File: src/rtl/wmc_pkg.sv
// wmc_pkg: shared types and constants of the watermark min combiner
// no dependencies
package wmc_pkg;

  localparam int unsigned TimeW = 64;

  localparam logic signed [TimeW-1:0] TIME_MIN = {1'b1, {(TimeW-1){1'b0}}};
  localparam logic signed [TimeW-1:0] TIME_MAX = {1'b0, {(TimeW-1){1'b1}}};

  // one stored entry per stream input
  typedef struct packed {
    logic                    idle;
    logic signed [TimeW-1:0] tstamp;
  } wmc_entry_t;

  // running result of the minimum scan
  typedef struct packed {
    logic                    all_idle;
    logic signed [TimeW-1:0] lowest;
  } wmc_scan_t;

endpackage

File: src/rtl/wmc_mem.sv
// wmc_mem: per-input entry store, one write and one registered read port
// depends on wmc_pkg; entries never written read back as active, most negative time
module wmc_mem import wmc_pkg::*; #(
  parameter int unsigned Depth = 16,
  parameter int unsigned AddrW = 4
) (
  input  logic             clk_i,
  input  logic             rst_ni,
  input  logic             we_i,
  input  logic [AddrW-1:0] waddr_i,
  input  wmc_entry_t       wdata_i,
  input  logic             re_i,
  input  logic [AddrW-1:0] raddr_i,
  output wmc_entry_t       rdata_o
);

  wmc_entry_t           mem [Depth];
  wmc_entry_t           rdata_q;
  logic [Depth-1:0]     written_q;
  logic                 rvalid_q;

  always_ff @(posedge clk_i) begin
    if (we_i) begin
      mem[waddr_i] <= wdata_i;
    end
    if (re_i) begin
      rdata_q <= mem[raddr_i];
    end
  end

  // written flags stand in for clearing the array after reset
  always_ff @(posedge clk_i or negedge rst_ni) begin
    if (!rst_ni) begin
      written_q <= '0;
      rvalid_q  <= 1'b0;
    end else begin
      if (we_i) begin
        written_q[waddr_i] <= 1'b1;
      end
      if (re_i) begin
        rvalid_q <= written_q[raddr_i];
      end
    end
  end

  assign rdata_o = rvalid_q ? rdata_q : wmc_entry_t'{idle: 1'b0, tstamp: TIME_MIN};

endmodule

File: src/rtl/wmc_scan.sv
// wmc_scan: running minimum over the active entries, one entry per cycle while en_i is high
// depends on wmc_pkg
module wmc_scan import wmc_pkg::*; #(
  parameter int unsigned AddrW = 4
) (
  input  logic             clk_i,
  input  logic             clear_i,
  input  logic             en_i,
  input  wmc_entry_t       entry_i,
  input  logic [AddrW-1:0] addr_i,
  output wmc_scan_t        result_o,
  output logic [AddrW-1:0] holder_o
);

  wmc_scan_t        acc_q, acc_d;
  logic [AddrW-1:0] holder_q, holder_d;

  always_comb begin
    acc_d    = acc_q;
    holder_d = holder_q;
    if (clear_i) begin
      acc_d    = '{all_idle: 1'b1, lowest: TIME_MAX};
      holder_d = '0;
    end else if (en_i && !entry_i.idle) begin
      acc_d.all_idle = 1'b0;
      // strict less keeps the lowest-numbered input on ties
      if ($signed(entry_i.tstamp) < $signed(acc_q.lowest)) begin
        acc_d.lowest = entry_i.tstamp;
        holder_d     = addr_i;
      end
    end
  end

  always_ff @(posedge clk_i) begin
    acc_q    <= acc_d;
    holder_q <= holder_d;
  end

  assign result_o = acc_q;
  assign holder_o = holder_q;

endmodule

File: src/rtl/watermark_min_combiner.sv
// watermark_min_combiner: merges per-input watermarks into one monotonic watermark
// depends on wmc_pkg, wmc_mem, wmc_scan
//
//  channel   | signals                                       | handshake
//  ----------+-----------------------------------------------+--------------------------
//  update in | input_index_i, new_idle_i, new_timestamp_i    | start high, busy low
//  result    | combined_idle_o, combined_time_o,             | result_valid_o, one cycle
//            | lowest_input_o, bad_index_o                   | no back-pressure
//
// a bad index is answered straight from the done register, an update that needs no
// recompute after the update state; a recompute walks the entry memory one read a
// cycle through the scan, drain and final states before the word is registered
// for a valid index busy stays high until the word is on the outputs; a new
// start may come in the cycle the word strobes
// reset leaves every input active at the most negative time, held by written flags
module watermark_min_combiner import wmc_pkg::*; #(
  parameter int unsigned NUM_INPUTS = 16
) (
  input  logic                    clk_i,
  input  logic                    rst_ni,
  input  logic                    start,
  output logic                    busy,
  input  logic [3:0]              input_index_i,
  input  logic                    new_idle_i,
  input  logic signed [TimeW-1:0] new_timestamp_i,
  output logic                    result_valid_o,
  output logic                    combined_idle_o,
  output logic signed [TimeW-1:0] combined_time_o,
  output logic [3:0]              lowest_input_o,
  output logic                    bad_index_o
);

  localparam int unsigned IdxW = (NUM_INPUTS > 1) ? $clog2(NUM_INPUTS) : 1;
  localparam int unsigned ExtW = ((IdxW > 4) ? IdxW : 4) + 1;
  localparam logic [IdxW-1:0] LastIdx = IdxW'(NUM_INPUTS - 1);

  localparam logic [2:0] S_IDLE  = 3'd0;
  localparam logic [2:0] S_UPD   = 3'd1;
  localparam logic [2:0] S_SCAN  = 3'd2;
  localparam logic [2:0] S_DRAIN = 3'd3;
  localparam logic [2:0] S_FIN   = 3'd4;

  logic [2:0]              state_q, state_d;
  logic [IdxW-1:0]         cnt_q, cnt_d;
  logic                    acc_en_q;
  logic [IdxW-1:0]         acc_addr_q;
  logic [IdxW-1:0]         addr_q;
  logic                    idle_q;
  logic signed [TimeW-1:0] ts_q;

  logic                    out_idle_q;
  logic signed [TimeW-1:0] out_time_q;
  logic [IdxW-1:0]         holder_q;
  logic                    bad_q;
  logic                    done_q;

  logic [ExtW-1:0]         idx_ext;
  logic                    accept;
  logic                    bad_in;

  logic                    mem_we;
  wmc_entry_t              mem_wdata;
  logic                    mem_re;
  logic [IdxW-1:0]         mem_raddr;
  wmc_entry_t              mem_rdata;

  logic                    advance;
  logic                    again;
  logic                    scan_clear;
  wmc_scan_t               scan_res;
  logic [IdxW-1:0]         scan_holder;

  assign idx_ext = ExtW'(input_index_i);
  assign bad_in  = idx_ext >= ExtW'(NUM_INPUTS);
  assign accept  = start && !busy;
  assign busy    = state_q != S_IDLE;

  // read-modify-write of the addressed entry
  assign advance   = $signed(mem_rdata.tstamp) < $signed(ts_q);
  assign again     = (mem_rdata.idle != idle_q) || (advance && (addr_q == holder_q));
  assign mem_we    = state_q == S_UPD;
  assign mem_wdata = '{idle: idle_q, tstamp: advance ? ts_q : mem_rdata.tstamp};

  // the write lands before the first scan read, so no forwarding is needed
  assign mem_re    = accept || (state_q == S_SCAN);
  assign mem_raddr = (state_q == S_SCAN) ? cnt_q : idx_ext[IdxW-1:0];

  assign scan_clear = (state_q == S_UPD) && again;

  wmc_mem #(
    .Depth (NUM_INPUTS),
    .AddrW (IdxW)
  ) u_mem (
    .clk_i   (clk_i),
    .rst_ni  (rst_ni),
    .we_i    (mem_we),
    .waddr_i (addr_q),
    .wdata_i (mem_wdata),
    .re_i    (mem_re),
    .raddr_i (mem_raddr),
    .rdata_o (mem_rdata)
  );

  wmc_scan #(
    .AddrW (IdxW)
  ) u_scan (
    .clk_i    (clk_i),
    .clear_i  (scan_clear),
    .en_i     (acc_en_q),
    .entry_i  (mem_rdata),
    .addr_i   (acc_addr_q),
    .result_o (scan_res),
    .holder_o (scan_holder)
  );

  always_comb begin
    state_d = state_q;
    cnt_d   = cnt_q;
    case (state_q)
      S_IDLE: begin
        if (accept && !bad_in) begin
          state_d = S_UPD;
        end
      end
      S_UPD: begin
        cnt_d   = '0;
        state_d = again ? S_SCAN : S_IDLE;
      end
      S_SCAN: begin
        if (cnt_q == LastIdx) begin
          state_d = S_DRAIN;
        end else begin
          cnt_d = cnt_q + 1'b1;
        end
      end
      S_DRAIN: state_d = S_FIN;
      S_FIN:   state_d = S_IDLE;
      default: state_d = S_IDLE;
    endcase
  end

  always_ff @(posedge clk_i or negedge rst_ni) begin
    if (!rst_ni) begin
      state_q    <= S_IDLE;
      cnt_q      <= '0;
      acc_en_q   <= 1'b0;
      done_q     <= 1'b0;
      out_idle_q <= 1'b0;
      out_time_q <= TIME_MIN;
      holder_q   <= '0;
      bad_q      <= 1'b0;
    end else begin
      state_q  <= state_d;
      cnt_q    <= cnt_d;
      acc_en_q <= state_q == S_SCAN;
      done_q   <= (accept && bad_in) || ((state_q == S_UPD) && !again) ||
                  (state_q == S_FIN);
      if (accept) begin
        bad_q <= bad_in;
      end
      if (state_q == S_FIN) begin
        if (scan_res.all_idle) begin
          out_idle_q <= 1'b1;
        end else begin
          out_idle_q <= 1'b0;
          holder_q   <= scan_holder;
          // combined time only moves forward
          if ($signed(out_time_q) <= $signed(scan_res.lowest)) begin
            out_time_q <= scan_res.lowest;
          end
        end
      end
    end
  end

  always_ff @(posedge clk_i) begin
    acc_addr_q <= cnt_q;
    if (accept) begin
      addr_q <= idx_ext[IdxW-1:0];
      idle_q <= new_idle_i;
      ts_q   <= new_timestamp_i;
    end
  end

  assign result_valid_o  = done_q;
  assign combined_idle_o = out_idle_q;
  assign combined_time_o = out_time_q;
  assign lowest_input_o  = 4'(holder_q);
  assign bad_index_o     = bad_q;

  // a word is only presented once the sequencer is back at rest
  a_done_not_busy: assert property (@(posedge clk_i) disable iff (!rst_ni)
    result_valid_o |-> !busy)
    else $error("result word strobed while busy");

  // a bad index is answered in the next cycle and flagged
  a_bad_fast: assert property (@(posedge clk_i) disable iff (!rst_ni)
    (accept && bad_in) |=> (result_valid_o && bad_index_o))
    else $error("bad index not answered in the next cycle");

  // the combined watermark never moves backward
  a_monotonic: assert property (@(posedge clk_i) disable iff (!rst_ni)
    $signed(combined_time_o) >= $signed($past(combined_time_o)))
    else $error("combined time moved backward");

endmodule
File: config.mk
export PLATFORM = sky130hd
export DESIGN_NAME = watermark_min_combiner
export DESIGN_NICKNAME = d
export VERILOG_FILES = /design/src/rtl/wmc_pkg.sv /design/src/rtl/wmc_mem.sv /design/src/rtl/wmc_scan.sv /design/src/rtl/watermark_min_combiner.sv
export SDC_FILE = /design/constraint.sdc
export NUM_CORES = 2
export LEC_CHECK = 0
export ABC_CLOCK_PERIOD_IN_PS = 13100
export BUFFER_PORTS_ARGS = -buffer_cell sky130_fd_sc_hd__buf_4
export CORE_MARGIN = 3
export CORE_UTILIZATION = 35
export DETAILED_ROUTE_END_ITERATION = 6
export RECOVER_POWER = 25
export SLEW_MARGIN = 5
export SYNTH_ARGS = -nofsm -noshare
export SYNTH_HDL_FRONTEND = slang
export SYNTH_SLANG_ARGS = --single-unit
export TNS_END_PERCENT = 20
File: constraint.sdc
create_clock -name clk_i -period 13.1 [get_ports clk_i]
set_clock_uncertainty 0.15 [all_clocks]
set_input_delay 1.965 -clock clk_i [delete_from_list [all_inputs] [get_ports clk_i]]
set_output_delay 1.965 -clock clk_i [all_outputs]
set_load 0.01 [all_outputs]
==> impl_metrics.py <==
metrics = {
    "global_routing": {
        "grt_pass1_vias": 30700,
        "grt_pass1_wl_um": 217000,
        "grt.overflow.total": 0,
        "grt_max_degree": 111,
        "grt_usage_pct": 18.1,
        "antenna_found_initial": 11,
    },
    "logic_synthesis": {
        "synth_compound_area_share_pct": 5.06,
        "postSynthCellCount": 3307,
        "ys_warn_count": 0,
        "synth_fa_ha_area_share_pct": 4.24,
        "yosysTopAreaCell": "edfxtp_1",
        "netlist.area_leader.share_pct": 62.9,
        "synth.distinct_cells": 63,
        "synthTopCellsByCount": "edfxtp_1 (1,174), nand2_1 (266), mux4_2 (264)",
        "avgSynthCellArea_um2": 17.0,
        "synthXorXnorAreaFrac_pct": 0.138,
        "synth_edf_count": 1174,
        "synth_top_family_by_area": "multiplexers",
        "synth_area_mm2": 0.0561,
        "yosys-top-cells-area": "edfxtp_1 (63%), mux4_2 (11%), ha_1 (4.2%), dfrtp_1 (4.2%), dfxtp_1 (2.6%)",
        "synth.most_common_cell": "edfxtp_1",
        "synth-async-reset-ratio_pct": 7.08,
        "synth_nets": 3568,
        "synth_seq_area_share_pct": 69.7,
        "synth.area.mux_share_pct": 13.6,
        "yosys.area_share.simple_pct": 4.65,
        "synth-seq-cells": 1342,
        "yosys_most_used_dff": "edfxtp_1",
    },
    "clock_tree": {
        "cts_setup_buffers": 0,
        "numCtsBuffers": 146,
        "htree_levels": 4,
        "clkSinkCount": 1342,
        "cts-root-buf": "clkbuf_16",
        "clk_latency_ns": 0.78,
        "hold_buffers": 0,
        "clk_pin_slew_ns": 0.06,
        "ctsResizeCount": 0,
        "ctsLongestPathBuffers": 3,
        "cts_tree": "done",
    },
    "finish": {
        "regArea_mm2": 0.0391,
        "nFillCells": 14200,
        "instances_no_fill": 5703,
        "final_layout_size_suffix_gt1_share_pct": 21.5,
        "layout.nets": 3766,
        "multi_input_area_mm2": 0.0157,
        "area_delta_synth_final_pct": 15.1,
    },
    "timing": {
        "slew_viol_final": 654,
        "worstMarginPinSlew_ns": 4.17,
        "rsz0062_at_grt": "no",
        "fin_crit_sh_pct": 56.0,
        "maxSlewHeadroom_pct": -178,
        "max_freq_mhz": 136,
        "hold_violations": 0,
        "finalSetupViolations": 0,
        "period_needed_ns": 7.34,
        "tns_ns": 0,
    },
    "power": {
        "ir_drop_uv": 206,
        "fin_total_pwr_uw": 15000,
        "leakagePower_uw": 0.0235,
        "power_density_mw_per_mm2": 233,
    },
    "critical_path": {
        "r2r-start": "u_mem.rvalid_q",
        "worstRegToRegCells": 13,
        "reg2reg_slack_ns": 5.76,
        "crit_required_ns": 13.35,
        "endpoint": "u_mem.mem[15][16]",
        "startpoint": "u_mem.rvalid_q",
        "rr_endpoint": "u_mem.mem[15][16]",
        "path_max_fanout": 35,
        "path_class": "reg -> reg",
        "end_kind": "flip-flop",
        "critPathArrivalTime_ns": 7.59,
        "cp-start-kind": "flip-flop",
    },
    "floorplan": {
        "ios": 144,
        "core_area_mm2": 0.159,
        "die-area_mm2": 0.165,
        "fp.dieW_um": 406,
        "dieHeight_um": 406,
        "core.rowCount": 146,
        "start_util_pct": 35.3,
    },
    "job": {
        "max_cap_viol_count": 23,
    },
    "place": {
        "numPortBuffers": 142,
        "dp_hpwl_um": 85900,
        "gp_congestion": 0.841,
        "place_inst": 5429,
    },
    "hold_path": {
        "hp-class": "reg -> reg",
    },
    "routing": {
        "wire_per_inst_um": 26.3,
        "drc": 0,
        "dr.pass1.iters": 7,
        "wirelength_um": 150000,
        "vias": 30700,
        "drt_iter0_drc": 2994,
        "antenna_left": 0,
        "via_per_inst": 5.38,
    },
    "run_status": {
        "violations": "capacitance limit, slew limit",
        "status": "finished with violations",
    },
}
[cell type report]
cell class	instances	share of cell area [%]
Tap cell	2072	4.02
Clock buffer	182	6.00
Clock inverter	89	1.60
Sequential cell	1342	60.6
Timing Repair Buffer	210	2.34
Inverter	199	1.16
Multi-Input combinational cell	1606	24.3
Antenna cell	3	0.0116
[kinds of logic after synthesis]
group                    after synthesis
AND/OR/NAND/NOR                      566
XOR/XNOR                               8
buffers and inverters                359
flip-flops                          1342
AO/OA/AOI/OAI                        439
multiplexers                         402
adder cells (fa/ha/maj)              190
other                                  1
[layer usage]
metal	track usage, %	part of all wire [%]	up-vias
li1	-	-	13300
met1	25.3	43	16000
met2	28.1	46	1144
met3	4.93	8.7	185
met4	4.70	2.2	4
met5	0	0.018	-
[placed cells by master, fill, tap and decap left out, types with 63 or more instances in the layout]
cell type / n
a211oi_1: 75
a21oi_1: 71
a31oi_1: 67
and2_1: 69
buf_4: 120
clkbuf_16: 147
clkbuf_4: 63
dfrtp_1: 93
dfxtp_1: 73
edfxtp_1: 1174
ha_1: 189
inv_1: 199
mux4_2: 264
nand2_1: 266
nor2_1: 101
o211ai_1: 67
o21ai_0: 100
[per-stage QoR]
step / cell area (um^2) / setup WS (ns) / util, % / hold WS, ns
2_1_floorplan: 56100 / 5.46 / - / 0.260
3_3_place_gp: 59800 / 6.04 / 37.7 / 0.287
3_5_place_dp: 59800 / 5.92 / 37.7 / 0.295
4_1_cts: 64700 / 5.83 / 40.8 / 0.298
5_1_grt: 64500 / 4.83 / 40.6 / 0.329
6_report: 64500 / 5.76 / 40.6 / 0.297
[flip-flops by register name, summed over array words and instances (netlist names), 3 cells and up]
register	cells
u_mem.mem	1040
combined_time_o	64
u_mem.rdata_q	65
ts_q	64
cnt_q	4
state_q	3
addr_q	4
u_mem.written_q	16
u_scan.result_o	65
acc_addr_q	4
lowest_input_o	4
u_scan.holder_o	4
[report_power, final]
group          internal [uW]  switching [uW]  leakage, uW
combinational           1580            2880      0.00852
sequential              6030             336       0.0126
clock                   2440            1750      0.00239
[worst max-delay path: stages, from the launching register on]
cell and delay (ns):
dfrtp_4 0.83, buf_4 0.58, nand2_1 0.19, inv_1 0.12
ha_1 0.24, and4b_1 0.17, o21ai_0 0.16, a21oi_1 0.10
or4_1 0.59, a221oi_1 0.78, nand3_1 0.31, xnor2_4 0.95
buf_4 0.70, mux2i_1 1.00
[worst min-delay path by stage]
stage                             startpoint            endpoint  slack (ns)  depth (start not counted)
final                     u_scan.holder_o[3]   lowest_input_o[3]        0.30                          2
after floorplan                     cnt_q[1]       acc_addr_q[1]        0.26                          0
after CTS                 u_scan.holder_o[3]   lowest_input_o[3]        0.30                          2
after global routing      u_mem.written_q[4]  u_mem.written_q[4]        0.33                          1
after global placement    u_scan.holder_o[1]   lowest_input_o[1]        0.29                          2
after detailed placement  u_scan.holder_o[0]   lowest_input_o[0]        0.30                          2
No activity file was read; power rests on OpenSTA's default activity.
